$ cat src/sv/tmpu_pkg.sv
// Shared types, codes and helpers for the tagged memory protection unit.
package tmpu_pkg;

	localparam int MEMORY_BYTES_DEF = 65536;
	localparam int PAGE_BYTES_DEF   = 4096;
	localparam int TAG_POSITION_DEF = 56;

	localparam int MEMORY_BYTES_MAX = 16777216;
	localparam int PAGE_BYTES_MIN   = 64;
	localparam int WIDX_MAX_W       = $clog2(MEMORY_BYTES_MAX / 8);
	localparam int PIDX_MAX_W       = $clog2(MEMORY_BYTES_MAX / PAGE_BYTES_MIN);

	localparam int QUEUE_DEPTH = 2;

	localparam int RIGHT_READ  = 0;
	localparam int RIGHT_WRITE = 1;
	localparam int RIGHT_EXEC  = 2;

	typedef enum logic [2:0] {
		OP_LOAD    = 3'd0,
		OP_TLOAD   = 3'd1,
		OP_PSTORE  = 3'd2,
		OP_TSTORE  = 3'd3,
		OP_FETCH   = 3'd4,
		OP_SETPERM = 3'd5
	} op_t;

	typedef enum logic [3:0] {
		FC_NONE           = 4'd0,
		FC_FETCH_MISALIGN = 4'd1,
		FC_FETCH_ACCESS   = 4'd2,
		FC_LOAD_MISALIGN  = 4'd3,
		FC_LOAD_ACCESS    = 4'd4,
		FC_STORE_MISALIGN = 4'd5,
		FC_STORE_ACCESS   = 4'd6,
		FC_LOAD_TAG       = 4'd7,
		FC_STORE_TAG      = 4'd8,
		FC_WX_VIOLATION   = 4'd9
	} fault_t;

	typedef struct packed {
		op_t                   op;
		fault_t                early;
		logic [63:0]           address;
		logic [7:0]            ptag;
		logic [63:0]           wdata;
		logic [7:0]            wtag;
		logic [2:0]            perm;
		logic                  page_in;
		logic [PIDX_MAX_W-1:0] pidx;
		logic [WIDX_MAX_W-1:0] widx;
	} entry_t;

	typedef struct packed {
		logic full;
		logic empty;
	} q_status_t;

	function automatic logic is_access(op_t op);
		return op inside {OP_LOAD, OP_TLOAD, OP_PSTORE, OP_TSTORE, OP_FETCH};
	endfunction

	function automatic fault_t access_fault(op_t op);
		fault_t f;
		unique case (op) inside
			OP_FETCH:             f = FC_FETCH_ACCESS;
			OP_PSTORE, OP_TSTORE: f = FC_STORE_ACCESS;
			default:              f = FC_LOAD_ACCESS;
		endcase
		return f;
	endfunction

	function automatic fault_t misalign_fault(op_t op);
		fault_t f;
		unique case (op) inside
			OP_FETCH:             f = FC_FETCH_MISALIGN;
			OP_PSTORE, OP_TSTORE: f = FC_STORE_MISALIGN;
			default:              f = FC_LOAD_MISALIGN;
		endcase
		return f;
	endfunction

	function automatic logic [2:0] need_right(op_t op);
		logic [2:0] m;
		m = '0;
		unique case (op) inside
			OP_FETCH:             m[RIGHT_EXEC]  = 1'b1;
			OP_PSTORE, OP_TSTORE: m[RIGHT_WRITE] = 1'b1;
			default:              m[RIGHT_READ]  = 1'b1;
		endcase
		return m;
	endfunction

endpackage

$ cat src/sv/tmpu_queue.sv
// Short item queue between the classifying front and the executing back.
module tmpu_queue (
	input  logic                clk,
	input  logic                arst_n,
	input  logic                push,
	input  tmpu_pkg::entry_t    push_entry,
	input  logic                pop,
	output tmpu_pkg::entry_t    head,
	output tmpu_pkg::q_status_t status
);

	localparam int DEPTH = tmpu_pkg::QUEUE_DEPTH;
	localparam int PW    = (DEPTH > 1) ? $clog2(DEPTH) : 1;
	localparam int CW    = $clog2(DEPTH + 1);

	tmpu_pkg::entry_t slot_q [DEPTH];
	logic [PW-1:0]    wr_q;
	logic [PW-1:0]    rd_q;
	logic [CW-1:0]    count_q;
	logic             do_push;
	logic             do_pop;

	assign status.full  = (count_q == CW'(DEPTH));
	assign status.empty = (count_q == '0);
	assign do_push      = push && !status.full;
	assign do_pop       = pop && !status.empty;
	assign head         = slot_q[rd_q];

	always_ff @(posedge clk or negedge arst_n) begin
		if (!arst_n) begin
			wr_q    <= '0;
			rd_q    <= '0;
			count_q <= '0;
		end else begin
			if (do_push) begin
				wr_q <= (wr_q == PW'(DEPTH - 1)) ? '0 : wr_q + 1'b1;
			end
			if (do_pop) begin
				rd_q <= (rd_q == PW'(DEPTH - 1)) ? '0 : rd_q + 1'b1;
			end
			if (do_push && !do_pop) begin
				count_q <= count_q + 1'b1;
			end else if (do_pop && !do_push) begin
				count_q <= count_q - 1'b1;
			end
		end
	end

	always_ff @(posedge clk) begin
		if (do_push) begin
			slot_q[wr_q] <= push_entry;
		end
	end

endmodule

$ cat config.mk
export PLATFORM = sky130hd
export DESIGN_NAME = tmpu_queue
export DESIGN_NICKNAME = d
export VERILOG_FILES = /design/src/sv/tmpu_pkg.sv /design/src/sv/tmpu_queue.sv
export SDC_FILE = /design/constraint.sdc
export NUM_CORES = 1
export LEC_CHECK = 0
export ABC_AREA = 1
export BUFFER_PORTS_ARGS = -buffer_cell sky130_fd_sc_hd__buf_4
export CAP_MARGIN = 10
export CORE_UTILIZATION = 52
export DETAILED_ROUTE_END_ITERATION = 10
export GPL_TIMING_DRIVEN = 1
export PLACE_DENSITY = 0.79
export SYNTH_ARGS = -nofsm -noshare
export SYNTH_HDL_FRONTEND = slang
export SYNTH_SLANG_ARGS = --single-unit
$ cat constraint.sdc
create_clock -name clk -period 11 [get_ports clk]
set_input_delay 0.55 -clock clk [delete_from_list [all_inputs] [get_ports clk]]
set_output_delay 0.55 -clock clk [all_outputs]
set_load 0.03 [all_outputs]
==> flow_metrics.env <==
export IMPL_syn_inst=1045
export IMPL_met1Wirelength_mm=11.7
export IMPL_io_pins=394
export IMPL_fin_worst_skew_ns=0.0190
export IMPL_end_kind="output pin"
export IMPL_start_util=0.532
export IMPL_maxCapViolations=0
export IMPL_vdd_drop_max_v=0.000305
export IMPL_synth_edff_count=388
export IMPL_insertion_delay_ns=0.52
export IMPL_cp_num_buf_inv=3
export IMPL_finalCritPeriodShare=0.354
export IMPL_ys_types=15
export IMPL_area_sequential_sq_um=11800
export IMPL_synth_fp_nets=1244
export IMPL_routed_top_layer="met4"
export IMPL_rows=60
export IMPL_yosysTopAreaCell="edfxtp_1"
export IMPL_rsz0062_at_grt="false"
export IMPL_wl_per_cell_um=17.4
export IMPL_clock_fmax_mhz=257
export IMPL_ys_top_cells_by_area="edfxtp_1 81%, nand2_1 15%, buf_6 1.3%"
export IMPL_htreeDepth=2
export IMPL_cpLargestDelayFamily="buffers and inverters"
export IMPL_reg2reg_depth=5
export IMPL_power_switching_w=0.00225
export IMPL_hp_class="in -> reg"
export IMPL_grt_usage=0.222
export IMPL_hold_viol_final=0
export IMPL_grt_max_degree=132
export IMPL_ant_nets=0
export IMPL_grt_pass1_vias=9109
export IMPL_hold_end="slot_q[0][182]$_DFFE_PP_"
export IMPL_syn_area_per_cell_sq_um=13.8
export IMPL_gr_total_overflow=0
export IMPL_drive_gt1_frac=0.313
export IMPL_p_per_area_nw_per_um2=304
export IMPL_fp_coreArea_sq_um=27100
export IMPL_cts_buffer_depth=3
export IMPL_yosysWarnings=0
export IMPL_final_cell_mix="591 x nand2_1, 400 x buf_4, 388 x edfxtp_1"
export IMPL_pwr_share_comb=0.403
export IMPL_critPathKind="reg -> out"
export IMPL_period_minus_slack_ns=3.89
export IMPL_die_h_um=168
export IMPL_setup_tns_ns=0
export IMPL_crit_reg2reg_launch="count_q[1]$_DFFE_PN0P_"
export IMPL_synth_top_cell_area_share=0.809
export IMPL_slew_headroom=0.318
export IMPL_area_growth_pct=30.4
export IMPL_cts_buffers_inserted=40
export IMPL_dr_pass1_iters=5
export IMPL_utilization=0.693
export IMPL_dieArea_sq_um=28400
export IMPL_cts_resized=0
export IMPL_path_clk_slew_ns=0.06
export IMPL_slowest_stage="buf_4"
export IMPL_cts_tree="done"
export IMPL_nets=1644
export IMPL_drv_slew=0
export IMPL_synth_seq_area_share=0.816
export IMPL_drc=0
export IMPL_wl_met3_mm=3.07
export IMPL_setup_viol=0
export IMPL_dp_hpwl_mm=20.4
export IMPL_drtIter0Drc=754
export IMPL_internal_power_w=0.00346
export IMPL_worst_pin_slew_ns=1.02
export IMPL_p_leak_nw=8.01
export IMPL_r2r_slack_ns=8.13
export IMPL_hold_slack_ns=0.206
export IMPL_reg2reg_to="slot_q[1][146]$_DFFE_PP_"
export IMPL_cp_max_fo=102
export IMPL_worstHoldStart="push_entry[182]"
export IMPL_synthFlopType="edfxtp_1"
export IMPL_final_common_cell="nand2_1"
export IMPL_power_share_switching=0.394
export IMPL_grt_pass1_wl_mm=47.8
export IMPL_met2_length_mm=16.2
export IMPL_finalWeightedCongestion=0.767
export IMPL_hold_depth=1
export IMPL_p_seq_frac=0.376
export IMPL_status="complete, no violations"
export IMPL_synthArstFlopShare=0.0102
export IMPL_worstPathArrival_ns=3.34
export IMPL_crit_required_ns=10.45
export IMPL_clkPwrFrac=0.220
export IMPL_multiInputGateArea_sq_um=2290
export IMPL_final_fill_count=1796
export IMPL_root_buffer="clkbuf_16"
export IMPL_cpPeakStageDelay_ns=0.88
export IMPL_crit_chain="inv_6 -> buf_4 -> nand2_1 -> nand2_1 -> buf_4"
export IMPL_cp_start_kind="flop"
export IMPL_routed_wl_mm=32.1
export IMPL_vias_per_cell=4.93
export IMPL_cts_sinks=392
export IMPL_vias=9114
export IMPL_syn_cell_area_sq_um=14400
export IMPL_synth_ff_latch_count=392
export IMPL_portBuffers=393
export IMPL_die_w_um=168
export IMPL_antenna_found_initial=0
Yosys cell counts, types with 2 or more instances:
| cell type | n |
|---|---|
| o21ai_0 | 2 |
| nor2_1 | 4 |
| buf_2 | 18 |
| dfrtp_1 | 4 |
| inv_1 | 7 |
| buf_4 | 8 |
| edfxtp_1 | 388 |
| buf_6 | 17 |
| nand2_1 | 591 |
power by group through the flow:
stage	registers, W	clock network (W)	logic [W]
floorplan	0.00221	0	0.00151
global placement	0.00216	0	0.00229
detailed placement	0.00217	0	0.00231
CTS	0.00215	0.00128	0.00232
global route	0.00217	0.00133	0.00246
finish	0.00215	0.00126	0.00230
state kept, by name (all words and copies together) (netlist names):
signal and count:
slot_q 388, count_q 2, rd_q 1, wr_q 1
what timing repair did:
item,CTS,global route
endpoints found under the hold margin,4,0
buffers inserted,0,0
hold buffers,1,0
logic make-up after synthesis:
group,share of synthesized area
adders and majority gates,0.000868
DFF,0.816
buffers and inverters,0.0260
AOI/OAI and AO/OA,0.000695
and+or+nand+nor,0.156
xor gates and xnor gates,0.000608
final cells by class:
class,instances,area share
flip-flops and latches,392,0.626
repair buffers,401,0.160
multi-input cells,602,0.122
clock buffers,44,0.0552
well taps,372,0.0248
clock inverters,27,0.00972
inverters,8,0.00226
diodes,1,0.000133
worst max path at each step:
stage,end,cells past startpoint,from,slack [ns]
final,head[20],5,rd_q$_DFFE_PN0P_,7.11
after global routing,head[49],5,rd_q$_DFFE_PN0P_,6.93
after floorplan,slot_q[1][0]$_DFFE_PP_,2,push,1.55
after CTS,head[43],5,rd_q$_DFFE_PN0P_,7.13
after detailed placement,head[20],5,rd_q$_DFFE_PN0P_,7.70
after global placement,head[175],5,rd_q$_DFFE_PN0P_,7.74
per-stage QoR:
step	worst slack, ns	instance area (sq um)	std cells	power, W
finish	7.11	18800	1847	0.00570
CTS	7.13	18800	1846	0.00575
detailed placement	7.70	17600	1774	0.00449
global route	6.93	18800	1846	0.00596
floorplan	1.55	14400	1045	0.00372
global placement	7.74	17600	1774	0.00444
metal layers:
metal,GRT usage,vias to the layer above
li1,-,4335
met1,0.251,4336
met2,0.386,373
met3,0.0762,70
met4,0.0877,0
met5,0,-
Power figures use the tool's default switching activity.
