**config.mk**
```make
export PLATFORM = sky130hd
export DESIGN_NAME = tmpu_front
export DESIGN_NICKNAME = d
export VERILOG_FILES = /design/src/sv/tmpu_pkg.sv /design/src/sv/tmpu_front.sv
export SDC_FILE = /design/constraint.sdc
export NUM_CORES = 1
export LEC_CHECK = 0
export ABC_AREA = 1
export BUFFER_PORTS_ARGS = -buffer_cell sky130_fd_sc_hd__buf_2
export CAP_MARGIN = 20
export CORE_AREA = 2 2 173 175
export CTS_CLUSTER_SIZE = 25
export DETAILED_ROUTE_END_ITERATION = 16
export DIE_AREA = 0 0 175 177
export SYNTH_ARGS = -nofsm -noshare
export SYNTH_HDL_FRONTEND = slang
export SYNTH_SLANG_ARGS = --single-unit
```
**constraint.sdc**
```tcl
create_clock -name clk -period 13.05 [get_ports clk]
set_clock_uncertainty 0.1 [all_clocks]
set_input_delay 1.305 -clock clk [delete_from_list [all_inputs] [get_ports clk]]
set_output_delay 1.305 -clock clk [all_outputs]
set_load 0.01 [all_outputs]
```
**src/sv/tmpu_pkg.sv**
```systemverilog
// Shared types, codes and helpers for the tagged memory protection unit.
package tmpu_pkg;

	localparam int MEMORY_BYTES_DEF = 65536;
	localparam int PAGE_BYTES_DEF   = 4096;
	localparam int TAG_POSITION_DEF = 56;

	localparam int MEMORY_BYTES_MAX = 16777216;
	localparam int PAGE_BYTES_MIN   = 64;
	localparam int WIDX_MAX_W       = $clog2(MEMORY_BYTES_MAX / 8);
	localparam int PIDX_MAX_W       = $clog2(MEMORY_BYTES_MAX / PAGE_BYTES_MIN);

	localparam int QUEUE_DEPTH = 2;

	localparam int RIGHT_READ  = 0;
	localparam int RIGHT_WRITE = 1;
	localparam int RIGHT_EXEC  = 2;

	typedef enum logic [2:0] {
		OP_LOAD    = 3'd0,
		OP_TLOAD   = 3'd1,
		OP_PSTORE  = 3'd2,
		OP_TSTORE  = 3'd3,
		OP_FETCH   = 3'd4,
		OP_SETPERM = 3'd5
	} op_t;

	typedef enum logic [3:0] {
		FC_NONE           = 4'd0,
		FC_FETCH_MISALIGN = 4'd1,
		FC_FETCH_ACCESS   = 4'd2,
		FC_LOAD_MISALIGN  = 4'd3,
		FC_LOAD_ACCESS    = 4'd4,
		FC_STORE_MISALIGN = 4'd5,
		FC_STORE_ACCESS   = 4'd6,
		FC_LOAD_TAG       = 4'd7,
		FC_STORE_TAG      = 4'd8,
		FC_WX_VIOLATION   = 4'd9
	} fault_t;

	typedef struct packed {
		op_t                   op;
		fault_t                early;
		logic [63:0]           address;
		logic [7:0]            ptag;
		logic [63:0]           wdata;
		logic [7:0]            wtag;
		logic [2:0]            perm;
		logic                  page_in;
		logic [PIDX_MAX_W-1:0] pidx;
		logic [WIDX_MAX_W-1:0] widx;
	} entry_t;

	typedef struct packed {
		logic full;
		logic empty;
	} q_status_t;

	function automatic logic is_access(op_t op);
		return op inside {OP_LOAD, OP_TLOAD, OP_PSTORE, OP_TSTORE, OP_FETCH};
	endfunction

	function automatic fault_t access_fault(op_t op);
		fault_t f;
		unique case (op) inside
			OP_FETCH:             f = FC_FETCH_ACCESS;
			OP_PSTORE, OP_TSTORE: f = FC_STORE_ACCESS;
			default:              f = FC_LOAD_ACCESS;
		endcase
		return f;
	endfunction

	function automatic fault_t misalign_fault(op_t op);
		fault_t f;
		unique case (op) inside
			OP_FETCH:             f = FC_FETCH_MISALIGN;
			OP_PSTORE, OP_TSTORE: f = FC_STORE_MISALIGN;
			default:              f = FC_LOAD_MISALIGN;
		endcase
		return f;
	endfunction

	function automatic logic [2:0] need_right(op_t op);
		logic [2:0] m;
		m = '0;
		unique case (op) inside
			OP_FETCH:             m[RIGHT_EXEC]  = 1'b1;
			OP_PSTORE, OP_TSTORE: m[RIGHT_WRITE] = 1'b1;
			default:              m[RIGHT_READ]  = 1'b1;
		endcase
		return m;
	endfunction

endpackage

```
**src/sv/tmpu_front.sv**
```systemverilog
// Front end: accept items, check bounds and alignment, find word and page.
module tmpu_front #(
	parameter int MEMORY_BYTES = tmpu_pkg::MEMORY_BYTES_DEF,
	parameter int PAGE_BYTES   = tmpu_pkg::PAGE_BYTES_DEF,
	parameter int TAG_POSITION = tmpu_pkg::TAG_POSITION_DEF
) (
	input  logic                clk,
	input  logic                arst_n,
	input  logic                in_valid,
	output logic                in_stall,
	input  logic [2:0]          operation,
	input  logic [63:0]         address,
	input  logic [63:0]         pointer,
	input  logic [63:0]         write_data,
	input  logic [7:0]          write_tag,
	input  logic [15:0]         page_number,
	input  logic [2:0]          permission_bits,
	input  logic                clearing,
	input  tmpu_pkg::q_status_t q_status,
	output logic                push,
	output tmpu_pkg::entry_t    push_entry
);

	localparam int AW         = $clog2(MEMORY_BYTES);
	localparam int PL         = $clog2(PAGE_BYTES);
	localparam int RW         = AW + 2;
	localparam int PW         = 2 * AW + 2;
	localparam int WORD_COUNT = MEMORY_BYTES / 8;
	localparam int PAGE_COUNT = MEMORY_BYTES / PAGE_BYTES;
	localparam logic [63:0] VALUE_MASK = 64'((65'd1 << TAG_POSITION) - 65'd1);
	localparam logic [RW-1:0] RECIP = RW'(((64'd1 << (AW + PL)) + 64'(PAGE_BYTES) - 64'd1)
		/ 64'(PAGE_BYTES));

	tmpu_pkg::op_t    op;
	tmpu_pkg::fault_t early;
	tmpu_pkg::entry_t in_entry;
	tmpu_pkg::entry_t s1_entry_s1;
	logic             s1_valid_s1;
	logic             accept;
	logic             in_bounds;
	logic             misaligned;
	logic [7:0]       ptag;
	logic [31:0]      widx_raw;
	logic [31:0]      widx;
	logic             set_in;
	logic [PW-1:0]    product;
	logic [31:0]      page;
	logic             page_in;

	assign op         = tmpu_pkg::op_t'(operation);
	assign in_bounds  = address < 64'(MEMORY_BYTES);
	assign misaligned = (op == tmpu_pkg::OP_FETCH) ? (address[1:0] != '0)
		: (address[2:0] != '0);
	assign ptag       = pointer[TAG_POSITION +: 8];
	assign widx_raw   = 32'(address[AW-1:3]);
	assign widx       = (widx_raw >= 32'(WORD_COUNT)) ? widx_raw - 32'(WORD_COUNT) : widx_raw;
	assign set_in     = 32'(page_number) < 32'(PAGE_COUNT);

	always_comb begin
		early = tmpu_pkg::FC_NONE;
		if (tmpu_pkg::is_access(op)) begin
			if (!in_bounds) begin
				early = tmpu_pkg::access_fault(op);
			end else if (misaligned) begin
				early = tmpu_pkg::misalign_fault(op);
			end
		end
	end

	always_comb begin
		in_entry         = '0;
		in_entry.op      = op;
		in_entry.early   = early;
		in_entry.address = address;
		in_entry.ptag    = ptag;
		in_entry.wdata   = (op == tmpu_pkg::OP_TSTORE) ? (write_data & VALUE_MASK) : write_data;
		in_entry.wtag    = (op == tmpu_pkg::OP_TSTORE) ? write_tag : ptag;
		in_entry.perm    = permission_bits;
		in_entry.page_in = set_in;
		in_entry.pidx    = set_in ? tmpu_pkg::PIDX_MAX_W'(32'(page_number)) : '0;
		in_entry.widx    = tmpu_pkg::WIDX_MAX_W'(widx);
	end

	assign push     = s1_valid_s1 && !q_status.full;
	assign in_stall = clearing || (s1_valid_s1 && q_status.full);
	assign accept   = in_valid && !in_stall;

	always_ff @(posedge clk or negedge arst_n) begin
		if (!arst_n) begin
			s1_valid_s1 <= 1'b0;
		end else if (accept) begin
			s1_valid_s1 <= 1'b1;
		end else if (push) begin
			s1_valid_s1 <= 1'b0;
		end
	end

	always_ff @(posedge clk) begin
		if (accept) begin
			s1_entry_s1 <= in_entry;
		end
	end

	// page = address / PAGE_BYTES by reciprocal multiply, exact for in-bounds addresses
	assign product = PW'(s1_entry_s1.address[AW-1:0]) * PW'(RECIP);
	assign page    = 32'(product >> (AW + PL));
	assign page_in = page < 32'(PAGE_COUNT);

	always_comb begin
		push_entry = s1_entry_s1;
		if (s1_entry_s1.op != tmpu_pkg::OP_SETPERM) begin
			push_entry.page_in = page_in;
			push_entry.pidx    = page_in ? tmpu_pkg::PIDX_MAX_W'(page) : '0;
		end
	end

endmodule

```
==> results of run 1 <==
[tightest hold or removal path: stages (launching register included)]
cell                      delay (ps)
sky130_fd_sc_hd__dfrtp_1         350
sky130_fd_sc_hd__nand2_1          70
sky130_fd_sc_hd__o21ai_0          70
[routing by layer]
metal | vias up | track usage | routed length, um
met2 | 207 | 0.180 | 8340
li1 | 1965 | - | -
met4 | 2 | 0.0375 | 208
met3 | 18 | 0.0451 | 1560
met1 | 1897 | 0.107 | 6030
met5 | - | 0 | 13
[layout by cell type, fill, tap and decap left out, types with 2 or more instances in the layout]
master	count
sky130_fd_sc_hd__buf_2	355
sky130_fd_sc_hd__buf_4	3
sky130_fd_sc_hd__bufinv_16	3
sky130_fd_sc_hd__clkbuf_1	2
sky130_fd_sc_hd__clkbuf_16	17
sky130_fd_sc_hd__clkinv_1	3
sky130_fd_sc_hd__clkinv_2	3
sky130_fd_sc_hd__clkinv_4	2
sky130_fd_sc_hd__conb_1	23
sky130_fd_sc_hd__edfxtp_1	170
sky130_fd_sc_hd__inv_1	32
sky130_fd_sc_hd__inv_2	2
sky130_fd_sc_hd__nand2_1	53
sky130_fd_sc_hd__nand4_1	3
sky130_fd_sc_hd__nor2_1	64
sky130_fd_sc_hd__nor3_1	2
sky130_fd_sc_hd__o21ai_0	2
sky130_fd_sc_hd__or2_2	2
[per-stage QoR]
stage               std cells  hold WS, ps   util  setup slack, ps  area [um^2]
floorplan                 542          367      -             3710         7250
finish                   1144          429  0.300             9700         8780
global route             1143          503  0.300             9490         8780
global placement         1111          388  0.280             9730         8200
CTS                      1143          430  0.300             9560         8780
detailed placement       1111          420  0.280             9670         8200
[registers in the layout, indices dropped and copies added (netlist names)]
signal	flops
push_entry	153
s1_entry_s1	17
s1_valid_s1	1
[final cells by class]
class | instances | area, um^2 | area share
clock inverter | 13 | 150 | 0.0171
multi-input combinational | 158 | 653 | 0.0744
timing repair buffer | 358 | 1800 | 0.205
antenna | 1 | 2.50 | 0.000285
sequential | 171 | 5130 | 0.584
tap | 390 | 488 | 0.0556
clock buffer | 19 | 433 | 0.0493
inverter | 34 | 128 | 0.0145
[worst paths after layout]
path                            depth (start not counted)             from             end
worst min register to register                          2      s1_valid_s1     s1_valid_s1
worst max register to register                          5      s1_valid_s1  push_entry[85]
max in group asynchronous                               1           arst_n     s1_valid_s1
worst min-delay path                                    2      s1_valid_s1     s1_valid_s1
worst max-delay path                                    5  push_entry[191]  push_entry[39]
min in group asynchronous                               1           arst_n     s1_valid_s1
[cell families after synthesis]
group / after synthesis / share of synthesized area
simple gates: 131 / 0.0747
flops: 171 / 0.716
compound gates: 4 / 0.00332
buf+inv: 213 / 0.206
other cells: 1 / 0.000523
[power groups by stage]
stage | registers (mW) | logic, mW | clock network, mW
finish | 0.639 | 0.0906 | 0.515
detailed placement | 0.651 | 0.0926 | 0
global placement | 0.650 | 0.0910 | 0
CTS | 0.639 | 0.0928 | 0.533
global route | 0.641 | 0.100 | 0.554
floorplan | 0.656 | 0.0630 | 0
==> insert_results.sql, run 1 <==
INSERT INTO impl_metrics (metric_group, metric, value, unit) VALUES
('run_status', 'outcome', 'completed', ''),
('floorplan', 'number_of_cell_rows', '63', ''),
('clock_tree', 'reg_clk_slew_reported_paths', '70', 'ps'),
('clock_tree', 'tritoncts_num_sinks', '171', ''),
('worst_setup_path', 'largest_stage_delay_on_the_critical_path', '370', 'ps'),
('pwr', 'max-vdd-ir-drop', '63.3', 'uV'),
('worst_setup_path', 'crit_family', 'simple AND/OR/NAND/NOR gates', ''),
('layout', 'flow.area_growth_from_synthesis', '22.6', '%'),
('global_route', 'track_usage', '0.102', ''),
('global_route', 'wire_length_of_the_first_global_routing_pass', '23.0', 'mm'),
('layout', 'fillCellCount', '3038', ''),
('placement', 'buffer_ports.inserted', '355', ''),
('logic_synthesis', 'netlist_top_cells_count', 'sky130_fd_sc_hd__buf_4, sky130_fd_sc_hd__edfxtp_1, sky130_fd_sc_hd__nor2_1', ''),
('worst_hold_path', 'hp_class', 'flop to flop', ''),
('clock_tree', 'insertion_delay', '430', 'ps'),
('logic_synthesis', 'synth.ff_latch_count', '171', ''),
('clock_tree', 'post_cts.repair.setup_buffers', '0', ''),
('worst_setup_path', 'critPathMaxFanout', '17', ''),
('job', 'maxCapViolations', '0', ''),
('timing', 'timing.final.hold_violations', '0', ''),
('pwr', 'leakagePower', '3.85', 'nW'),
('logic_synthesis', 'synth_top_area_share', '0.712', ''),
('worst_setup_path', 'crit_slowest_cell', 'sky130_fd_sc_hd__nor2_1', ''),
('floorplan', 'floorplan.io_pins', '424', ''),
('timing', 'min_period_over_period', '0.257', ''),
('drt', 'via_per_inst', '3.57', ''),
('clock_tree', 'cts-root-buf', 'sky130_fd_sc_hd__clkbuf_16', ''),
('pwr', 'power.switching_fraction', '0.221', ''),
('logic_synthesis', 'async_reset_ff_frac', '0.00585', ''),
('drt', 'detailedRoute.firstPassIterationCount', '4', ''),
('worst_setup_path', 'worstPathArrival', '1950', 'ps'),
('global_route', 'grt_max_degree', '76', ''),
('clock_tree', 'cts_buffer_depth', '2', ''),
('drt', 'dr_total_vias', '4089', ''),
('clock_tree', 'tritoncts', 'yes', ''),
('timing', 'finalSetupTns', '0', 'ps'),
('logic_synthesis', 'yosysWarnings', '0', ''),
('logic_synthesis', 'synth.most_common_cell', 'sky130_fd_sc_hd__buf_4', ''),
('floorplan', 'die-width', '175', 'um'),
('drt', 'dr.first_iter.drc_count', '176', ''),
('logic_synthesis', 'synth_enable_flop_cells', '170', ''),
('clock_tree', 'cts_buffers', '17', ''),
('worst_setup_path', 'data_required_time_of_the_worst_path', '11640', 'ps'),
('logic_synthesis', 'synth_cell_types', '22', ''),
('floorplan', 'core_region_area', '0.0292', 'mm^2'),
('clock_tree', 'post_cts.resized_instances', '0', ''),
('drt', 'drtAntennaViolNets', '0', ''),
('logic_synthesis', 'cell_area_after_synthesis', '0.00717', 'mm^2'),
('clock_tree', 'postCtsHoldBufs', '0', ''),
('global_route', 'globalRouteOverflowTotal', '0', ''),
('drt', 'routedWlPerCell', '14.1', 'um'),
('layout', 'layout-drive-gt1-share', '0.525', ''),
('worst_setup_path', 'worst_reg2reg_setup_slack', '10720', 'ps'),
('timing', 'fin_crit', '3350', 'ps'),
('worst_setup_path', 'path_class', 'flop to output port', ''),
('worst_setup_path', 'path_buf_inv', '2', ''),
('floorplan', 'dieArea', '0.0310', 'mm^2'),
('logic_synthesis', 'synth_top_area_cell', 'sky130_fd_sc_hd__edfxtp_1', ''),
('logic_synthesis', 'yosys-top-cells-area', 'sky130_fd_sc_hd__edfxtp_1, sky130_fd_sc_hd__buf_4, sky130_fd_sc_hd__nor2_1, sky130_fd_sc_hd__nand2_1, sky130_fd_sc_hd__inv_1', ''),
('floorplan', 'die_h', '177', 'um'),
('timing', 'number_of_endpoints_failing_setup_at_the_final_stage', '0', ''),
('placement', 'dpl.hpwl', '12.5', 'mm'),
('pwr', 'power.sequential.fraction', '0.513', ''),
('pwr', 'power.density', '142', 'mW/mm^2'),
('timing', 'unrepaired_setup_endpoints_after_global_routing', 'false', ''),
('pwr', 'comb_power_share', '0.073', ''),
('layout', 'finalNetCount', '968', ''),
('pwr', 'power.total', '1.24', 'mW'),
('logic_synthesis', 'dominant_register_cell_in_the_synthesized_netlist', 'sky130_fd_sc_hd__edfxtp_1', ''),
('timing', 'maxSlewViolCount', '0', ''),
('drt', 'drc_errors', '0', '');
Power figures use the tool's default switching activity.
==> inputs of run 2 (changes only) <==
--- a/config.mk
+++ b/config.mk
@@ -5,13 +5,13 @@
 export SDC_FILE = /design/constraint.sdc
 export NUM_CORES = 1
 export LEC_CHECK = 0
-export ABC_AREA = 1
+export ABC_AREA = 0
 export BUFFER_PORTS_ARGS = -buffer_cell sky130_fd_sc_hd__buf_2
 export CAP_MARGIN = 20
-export CORE_AREA = 2 2 173 175
+export CORE_AREA = 2 2 171 173
 export CTS_CLUSTER_SIZE = 25
 export DETAILED_ROUTE_END_ITERATION = 16
-export DIE_AREA = 0 0 175 177
+export DIE_AREA = 0 0 173 175
 export SYNTH_ARGS = -nofsm -noshare
 export SYNTH_HDL_FRONTEND = slang
 export SYNTH_SLANG_ARGS = --single-unit
==> constraint.sdc (replaced) <==
create_clock -name clk -period 3.2 [get_ports clk]
set_clock_uncertainty 0.1 [all_clocks]
set_input_delay 0.32 -clock clk [delete_from_list [all_inputs] [get_ports clk]]
set_output_delay 0.32 -clock clk [all_outputs]
set_load 0.01 [all_outputs]
==> insert_results.sql, run 2 <==
INSERT INTO impl_metrics (metric_group, metric, value, unit) VALUES
('logic_synthesis', 'dominant_register_cell_in_the_synthesized_netlist', 'sky130_fd_sc_hd__edfxtp_1', ''),
('clock_tree', 'cts_buffers', '17', ''),
('placement', 'buffer_ports.inserted', '355', ''),
('timing', 'max_clock_freq', '462', 'MHz'),
('logic_synthesis', 'synth_enable_flop_cells', '170', ''),
('clock_tree', 'tritoncts_num_sinks', '171', ''),
('timing', 'maxSlewViolCount', '0', ''),
('placement', 'place_congestion', '0.749', ''),
('timing', 'fin_crit', '2160', 'ps'),
('global_route', 'globalRouteOverflowTotal', '0', ''),
('layout', 'post-route-util', '0.355', ''),
('layout', 'finalNonFillerCells', '1183', ''),
('timing', 'timing.final.hold_violations', '0', ''),
('placement', 'pre_cts_slack', '1150', 'ps'),
('clock_tree', 'cts.htree.levels', '4', ''),
('worst_setup_path', 'endpoint_kind', 'output port', ''),
('global_route', 'grt_antenna_before_repair', '1', ''),
('floorplan', 'number_of_cell_rows', '62', ''),
('global_route', 'grt_util_met1', '0.119', ''),
('clock_tree', 'insertion_delay', '420', 'ps'),
('floorplan', 'initial_core_util', '0.247', ''),
('clock_tree', 'post_cts.repair.setup_buffers', '0', ''),
('layout', 'layout-drive-gt1-share', '0.511', ''),
('logic_synthesis', 'synth_top_area_share', '0.727', ''),
('worst_hold_path', 'hp-start', 'address[29]', ''),
('drt', 'detailedRoute.firstPassIterationCount', '4', ''),
('clock_tree', 'cts-root-buf', 'sky130_fd_sc_hd__clkbuf_16', ''),
('pwr', 'p_clk_frac', '0.418', ''),
('pwr', 'power.sequential.fraction', '0.487', ''),
('global_route', 'grt_met3_usage', '0.0429', ''),
('logic_synthesis', 'netlist_top_cells_count', 'sky130_fd_sc_hd__buf_4, sky130_fd_sc_hd__edfxtp_1, sky130_fd_sc_hd__and2_1', ''),
('logic_synthesis', 'yosysWarnings', '0', ''),
('worst_setup_path', 'worstPathArrival', '1740', 'ps'),
('pwr', 'max-vdd-ir-drop', '250', 'uV'),
('global_route', 'grt_max_degree', '45', ''),
('pwr', 'power.net_switching', '1.12', 'mW'),
('worst_setup_path', 'r2r_end', 'push_entry[155]', ''),
('global_route', 'grt_most_used_layer', 'met2', ''),
('logic_synthesis', 'ys_seq_area_frac', '0.731', ''),
('pwr', 'leakagePower', '4.18', 'nW'),
('floorplan', 'core_region_area', '0.0284', 'mm^2'),
('layout', 'flow.area_growth_from_synthesis', '43.6', '%'),
('logic_synthesis', 'synth.ff_latch_count', '171', ''),
('clock_tree', 'cts_buffer_depth', '2', ''),
('global_route', 'track_usage', '0.113', ''),
('worst_hold_path', 'cell_depth_of_the_worst_min_delay_path', '1', ''),
('layout', 'layout_commonest_cell', 'sky130_fd_sc_hd__buf_2', ''),
('floorplan', 'floorplan.io_pins', '424', ''),
('run_status', 'outcome', 'completed', ''),
('drt', 'routedWlPerCell', '14.7', 'um'),
('floorplan', 'die-width', '173', 'um'),
('drt', 'drc_errors', '0', ''),
('worst_setup_path', 'critPathMaxFanout', '16', ''),
('drt', 'drtAntennaViolNets', '0', ''),
('global_route', 'first_global_vias', '4522', ''),
('global_route', 'wire_length_of_the_first_global_routing_pass', '25.6', 'mm'),
('placement', 'post-place-cells', '1018', ''),
('floorplan', 'dieArea', '0.0303', 'mm^2'),
('worst_setup_path', 'start_kind', 'flop', ''),
('pwr', 'power.internal', '4.24', 'mW'),
('pwr', 'comb_power_share', '0.095', ''),
('placement', 'dpl.hpwl', '12.3', 'mm'),
('layout', 'finalNetCount', '1014', ''),
('drt', 'dr_total_vias', '4380', ''),
('timing', 'finalSetupTns', '0', 'ps'),
('worst_setup_path', 'path_class', 'flop to output port', ''),
('layout', 'flip_flop_count_of_the_largest_register_all_copies_and_words_added', '153', ''),
('layout', 'mostFrequentLayoutCells', 'sky130_fd_sc_hd__buf_2, sky130_fd_sc_hd__edfxtp_1, sky130_fd_sc_hd__dlygate4sd3_1', ''),
('logic_synthesis', 'netlist_instances', '428', ''),
('pwr', 'power.density', '532', 'mW/mm^2'),
('logic_synthesis', 'synth_cell_types', '26', ''),
('layout', 'num_antenna_cells', '0', ''),
('worst_setup_path', 'r2r_cells', '3', ''),
('logic_synthesis', 'syn-mean-instance-area', '16.4', 'um^2'),
('logic_synthesis', 'synth_top_area_cell', 'sky130_fd_sc_hd__edfxtp_1', ''),
('drt', 'routed_wirelength', '17.4', 'mm'),
('timing', 'min_period_over_period', '0.676', ''),
('job', 'maxCapViolations', '0', ''),
('clock_tree', 'reg_clk_slew_reported_paths', '70', 'ps'),
('worst_setup_path', 'worst_reg2reg_setup_slack', '1220', 'ps'),
('timing', 'maxSlewHeadroom', '0.552', ''),
('logic_synthesis', 'async_reset_ff_frac', '0.00585', ''),
('global_route', 'global_route_track_usage_on_met2', '0.203', ''),
('timing', 'tightestPinTransition', '672', 'ps'),
('pwr', 'power.switching_fraction', '0.210', ''),
('drt', 'via_per_inst', '3.70', ''),
('timing', 'number_of_endpoints_failing_setup_at_the_final_stage', '0', ''),
('timing', 'timing.final.ws_setup', '1040', 'ps'),
('logic_synthesis', 'synth.most_common_cell', 'sky130_fd_sc_hd__buf_4', ''),
('clock_tree', 'tritoncts', 'yes', ''),
('worst_hold_path', 'hp_class', 'input pin to flop', ''),
('worst_setup_path', 'data_required_time_of_the_worst_path', '2780', 'ps'),
('logic_synthesis', 'cell_area_after_synthesis', '0.00702', 'mm^2'),
('drt', 'dr.first_iter.drc_count', '143', ''),
('timing', 'unrepaired_setup_endpoints_after_global_routing', 'false', ''),
('worst_setup_path', 'regToRegStartpoint', 's1_valid_s1', ''),
('worst_hold_path', 'hold_path_end', 'push_entry[152]', ''),
('logic_synthesis', 'yosys-top-cells-area', 'sky130_fd_sc_hd__edfxtp_1, sky130_fd_sc_hd__buf_4, sky130_fd_sc_hd__and2_1, sky130_fd_sc_hd__mux2_2, sky130_fd_sc_hd__nor4_1', ''),
('floorplan', 'die_h', '175', 'um');
==> run 2: cell types whose count changed in the layout (fill, tap and decap cells not counted), sizes merged, moves of 3 or more <==
cell / before / now
and2: 0 / 25
buf: 358 / 363
clkinv: 8 / 5
dlygate4sd3: 0 / 133
inv: 35 / 2
mux2: 0 / 12
nand2: 54 / 2
nor2: 66 / 3
nor4: 0 / 15
==> run 2: worst max path at each step <==
| stage | endpoint | from | cells after the start |
|---|---|---|---|
| floorplan | push_entry[0] | s1_valid_s1 | 2 |
| global placement | push_entry[104] | q_status[1] | 4 |
| detailed placement | push_entry[7] | q_status[1] | 4 |
| finish | push_entry[21] | push_entry[193] | 5 |
| global route | push_entry[21] | push_entry[193] | 5 |
| CTS | push_entry[21] | push_entry[193] | 5 |
==> run 2: power groups by stage <==
| stage | combinational, mW | sequential (mW) | clock, mW |
|---|---|---|---|
| after floorplan | 0.254 | 2.66 | 0 |
| after global placement | 0.378 | 2.66 | 0 |
| after detailed placement | 0.385 | 2.66 | 0 |
| after CTS | 0.514 | 2.61 | 2.30 |
| after global routing | 0.552 | 2.62 | 2.40 |
| final | 0.510 | 2.61 | 2.24 |
==> run 2: layout make-up <==
cell class | count | area, um^2
Multi-Input combinational cell | 98 | 624
Fill cell | 2743 | 18300
Timing Repair Buffer | 496 | 3210
Clock buffer | 19 | 433
Tap cell | 384 | 480
Sequential cell | 171 | 5130
Clock inverter | 13 | 199
Inverter | 2 | 7.51
==> run 2: logic make-up after synthesis <==
kind of cell           count (synthesis)  synth area share
buffers and inverters                181             0.192
flip-flops                           171             0.731
AND/OR/NAND/NOR                       55            0.0499
multiplexers                          13            0.0207
AO/OA/AOI/OAI                          7           0.00570
other                                  1          0.000534
==> run 2: stage by stage <==
step	hold slack, ps	instance area (um^2)	power (mW)
after floorplan	-75.6	7100	2.92
after global placement	-4.53	8120	3.03
after detailed placement	-2.69	8120	3.04
after CTS	2.75	10100	5.43
after global routing	0.140	10100	5.57
final	32.2	10100	5.36
==> run 2: metal layers <==
| layer | vias to the layer above | wire (um) |
|---|---|---|
| met1 | 2064 | 6400 |
| li1 | 2052 | - |
| met3 | 26 | 1380 |
| met4 | 2 | 382 |
| met2 | 236 | 9190 |
| met5 | - | 16 |
==> run 2: critical path, cell delays in order, from the launching register on <==
cell	delay, ps
sky130_fd_sc_hd__edfxtp_1	350
sky130_fd_sc_hd__nand2_1	120
sky130_fd_sc_hd__nor2_1	110
sky130_fd_sc_hd__buf_4	200
sky130_fd_sc_hd__mux2_2	380
sky130_fd_sc_hd__buf_2	150
==> run 2: timing repair <==
item / 4_1_cts / 5_1_grt
resized for setup: 0 / 0
hold buffers: 132 / 1
endpoints found under the hold margin: 132 / 1
==> inputs of run 3 (changes only) <==
==> constraint.sdc (replaced) <==
create_clock -name clk -period 1.9 [get_ports clk]
set_clock_uncertainty 0.1 [all_clocks]
set_input_delay 0.19 -clock clk [delete_from_list [all_inputs] [get_ports clk]]
set_output_delay 0.19 -clock clk [all_outputs]
set_load 0.01 [all_outputs]
==> insert_results.sql, run 3 (synthesis results as in run 2) <==
INSERT INTO impl_metrics (metric_group, metric, value, unit) VALUES
('run_status', 'outcome', 'complete, but fails checks', ''),
('run_status', 'failed_checks', 'negative setup slack', ''),
('placement', 'pre_cts_slack', '165', 'ps'),
('floorplan', 'die-width', '173', 'um'),
('pwr', 'leakagePower', '4.31', 'nW'),
('placement', 'place_congestion', '0.757', ''),
('drt', 'dr.first_iter.drc_count', '139', ''),
('timing', 'timing.final.hold_violations', '0', ''),
('global_route', 'grt_antenna_before_repair', '0', ''),
('worst_setup_path', 'data_required_time_of_the_worst_path', '1610', 'ps'),
('drt', 'detailedRoute.firstPassIterationCount', '4', ''),
('timing', 'fin_crit', '1900', 'ps'),
('worst_setup_path', 'r2r_cells', '4', ''),
('timing', 'unrepaired_setup_endpoints_after_global_routing', 'true', ''),
('worst_setup_path', 'critPathMaxFanout', '5', ''),
('global_route', 'first_global_vias', '4817', ''),
('floorplan', 'die_h', '175', 'um'),
('timing', 'number_of_endpoints_failing_setup_at_the_final_stage', '1', ''),
('drt', 'via_per_inst', '3.72', ''),
('floorplan', 'initial_core_util', '0.247', ''),
('layout', 'flow.area_growth_from_synthesis', '48.6', '%'),
('layout', 'flip_flop_count_of_the_largest_register_all_copies_and_words_added', '153', ''),
('worst_setup_path', 'path_class', 'flop to output port', ''),
('pwr', 'max-vdd-ir-drop', '384', 'uV'),
('floorplan', 'floorplan.io_pins', '424', ''),
('timing', 'timing.final.ws_setup', '-1.18', 'ps'),
('drt', 'routed_wirelength', '18.2', 'mm'),
('global_route', 'track_usage', '0.119', ''),
('timing', 'min_period_over_period', '1.00', ''),
('timing', 'whs', '189', 'ps'),
('timing', 'max_clock_freq', '526', 'MHz'),
('layout', 'layout-drive-gt1-share', '0.511', ''),
('layout', 'final_area', '0.0104', 'mm^2'),
('worst_hold_path', 'hp-start', 'page_number[13]', ''),
('job', 'maxCapViolations', '0', ''),
('clock_tree', 'insertion_delay', '430', 'ps'),
('drt', 'drc_errors', '0', ''),
('global_route', 'grt_max_degree', '36', ''),
('layout', 'fillCellCount', '2745', ''),
('clock_tree', 'tritoncts_num_sinks', '171', ''),
('placement', 'placed_cell_area', '0.00821', 'mm^2'),
('clock_tree', 'reg_clk_slew_reported_paths', '70', 'ps'),
('floorplan', 'dieArea', '0.0303', 'mm^2'),
('layout', 'layout_commonest_cell', 'sky130_fd_sc_hd__buf_2', ''),
('layout', 'mostFrequentLayoutCells', 'sky130_fd_sc_hd__buf_2, sky130_fd_sc_hd__edfxtp_1, sky130_fd_sc_hd__dlygate4sd3_1', ''),
('clock_tree', 'tritoncts', 'yes', ''),
('drt', 'dr_total_vias', '4521', ''),
('layout', 'finalNetCount', '1047', ''),
('worst_setup_path', 'worstPathArrival', '1610', 'ps'),
('placement', 'dpl.hpwl', '12.7', 'mm'),
('clock_tree', 'cts_buffers', '17', ''),
('floorplan', 'core_region_area', '0.0284', 'mm^2'),
('clock_tree', 'cts.htree.levels', '4', ''),
('clock_tree', 'cts-root-buf', 'sky130_fd_sc_hd__clkbuf_16', ''),
('worst_hold_path', 'hold_path_end', 's1_entry_s1[39]', ''),
('pwr', 'power.density', '809', 'mW/mm^2'),
('global_route', 'globalRouteOverflowTotal', '0', ''),
('layout', 'multiInputGateArea', '671', 'um^2'),
('drt', 'routedWlPerCell', '15.0', 'um'),
('worst_hold_path', 'hp_class', 'input pin to flop', ''),
('worst_hold_path', 'cell_depth_of_the_worst_min_delay_path', '3', ''),
('worst_setup_path', 'r2r_end', 'push_entry[70]', ''),
('worst_setup_path', 'start_kind', 'flop', ''),
('clock_tree', 'cts_buffer_depth', '2', ''),
('worst_setup_path', 'regToRegStartpoint', 's1_valid_s1', ''),
('layout', 'num_antenna_cells', '0', ''),
('placement', 'buffer_ports.inserted', '355', ''),
('worst_setup_path', 'endpoint_kind', 'output port', ''),
('worst_setup_path', 'worst_reg2reg_setup_slack', '270', 'ps'),
('global_route', 'wire_length_of_the_first_global_routing_pass', '27.1', 'mm'),
('layout', 'register_cell_area_after_layout', '0.00513', 'mm^2'),
('floorplan', 'number_of_cell_rows', '62', ''),
('drt', 'drtAntennaViolNets', '0', ''),
('timing', 'maxSlewViolCount', '0', '');
## run 3: cell count changes in the layout (fill, tap and decap cells not counted), sizes merged
cell         delta
dlygate4sd3    +24
bufinv          -5
buf             +9
clkinv          +3
clkinvlp        +2
## run 3: timing repair
item	4_1_cts	5_1_grt
pin swaps	9	0
setup buffers	2	0
endpoints found under the hold margin	156	0
hold buffers	157	0
resized for setup	28	1
gates cloned	0	0
setup endpoints to repair	15	16
## run 3: worst max path at each step
| stage | startpoint | end | slack (ps) |
|---|---|---|---|
| after global routing | push_entry[192] | push_entry[24] | -90 |
| final | push_entry[191] | push_entry[22] | -1 |
| after floorplan | s1_valid_s1 | push_entry[0] | -380 |
| after detailed placement | address[31] | push_entry[188] | 160 |
| after global placement | address[31] | push_entry[188] | 180 |
| after CTS | push_entry[192] | push_entry[23] | -40 |
## run 3: area by class of cell
| class | instances | share of cell area |
|---|---|---|
| clock buffers | 19 | 0.0415 |
| clock inverters | 13 | 0.00767 |
| inverters | 2 | 0.000719 |
| multi-input cells | 98 | 0.0643 |
| flip-flops and latches | 171 | 0.492 |
| well taps | 384 | 0.0460 |
| repair buffers | 529 | 0.348 |
## run 3: critical path, cell delays in order (launching register included)
cell and delay [ps]:
sky130_fd_sc_hd__edfxtp_1 360, sky130_fd_sc_hd__nand2_2 110, sky130_fd_sc_hd__nor2_4 130, sky130_fd_sc_hd__buf_6 140, sky130_fd_sc_hd__mux2_4 310, sky130_fd_sc_hd__buf_6 120
## run 3: routing by layer
layer  vias to the layer above  track usage  part of all wire  wire length [um]
li1                       2113            -                 -                 -
met1                      2151        0.127              0.38              6890
met3                        26       0.0411             0.069              1250
met5                         -            0                 0                 0
met2                       231        0.214              0.53              9600
met4                         0       0.0519             0.024               440
## run 3: per-stage QoR
step	total power, mW	util	cells	TNS, ps
2_1_floorplan	4.90	-	450	-64290
3_3_place_gp	5.14	0.289	1025	0
3_5_place_dp	5.16	0.289	1025	0
4_1_cts	8.56	0.367	1216	-290
5_1_grt	8.77	0.368	1216	-1090
6_report	8.44	0.368	1216	-1.18
## run 3: power breakdown
part,total (mW),switching [mW],internal [mW]
Clock,3.09,1.44,1.65
Sequential,4.40,0.0479,4.35
Combinational,0.950,0.419,0.531
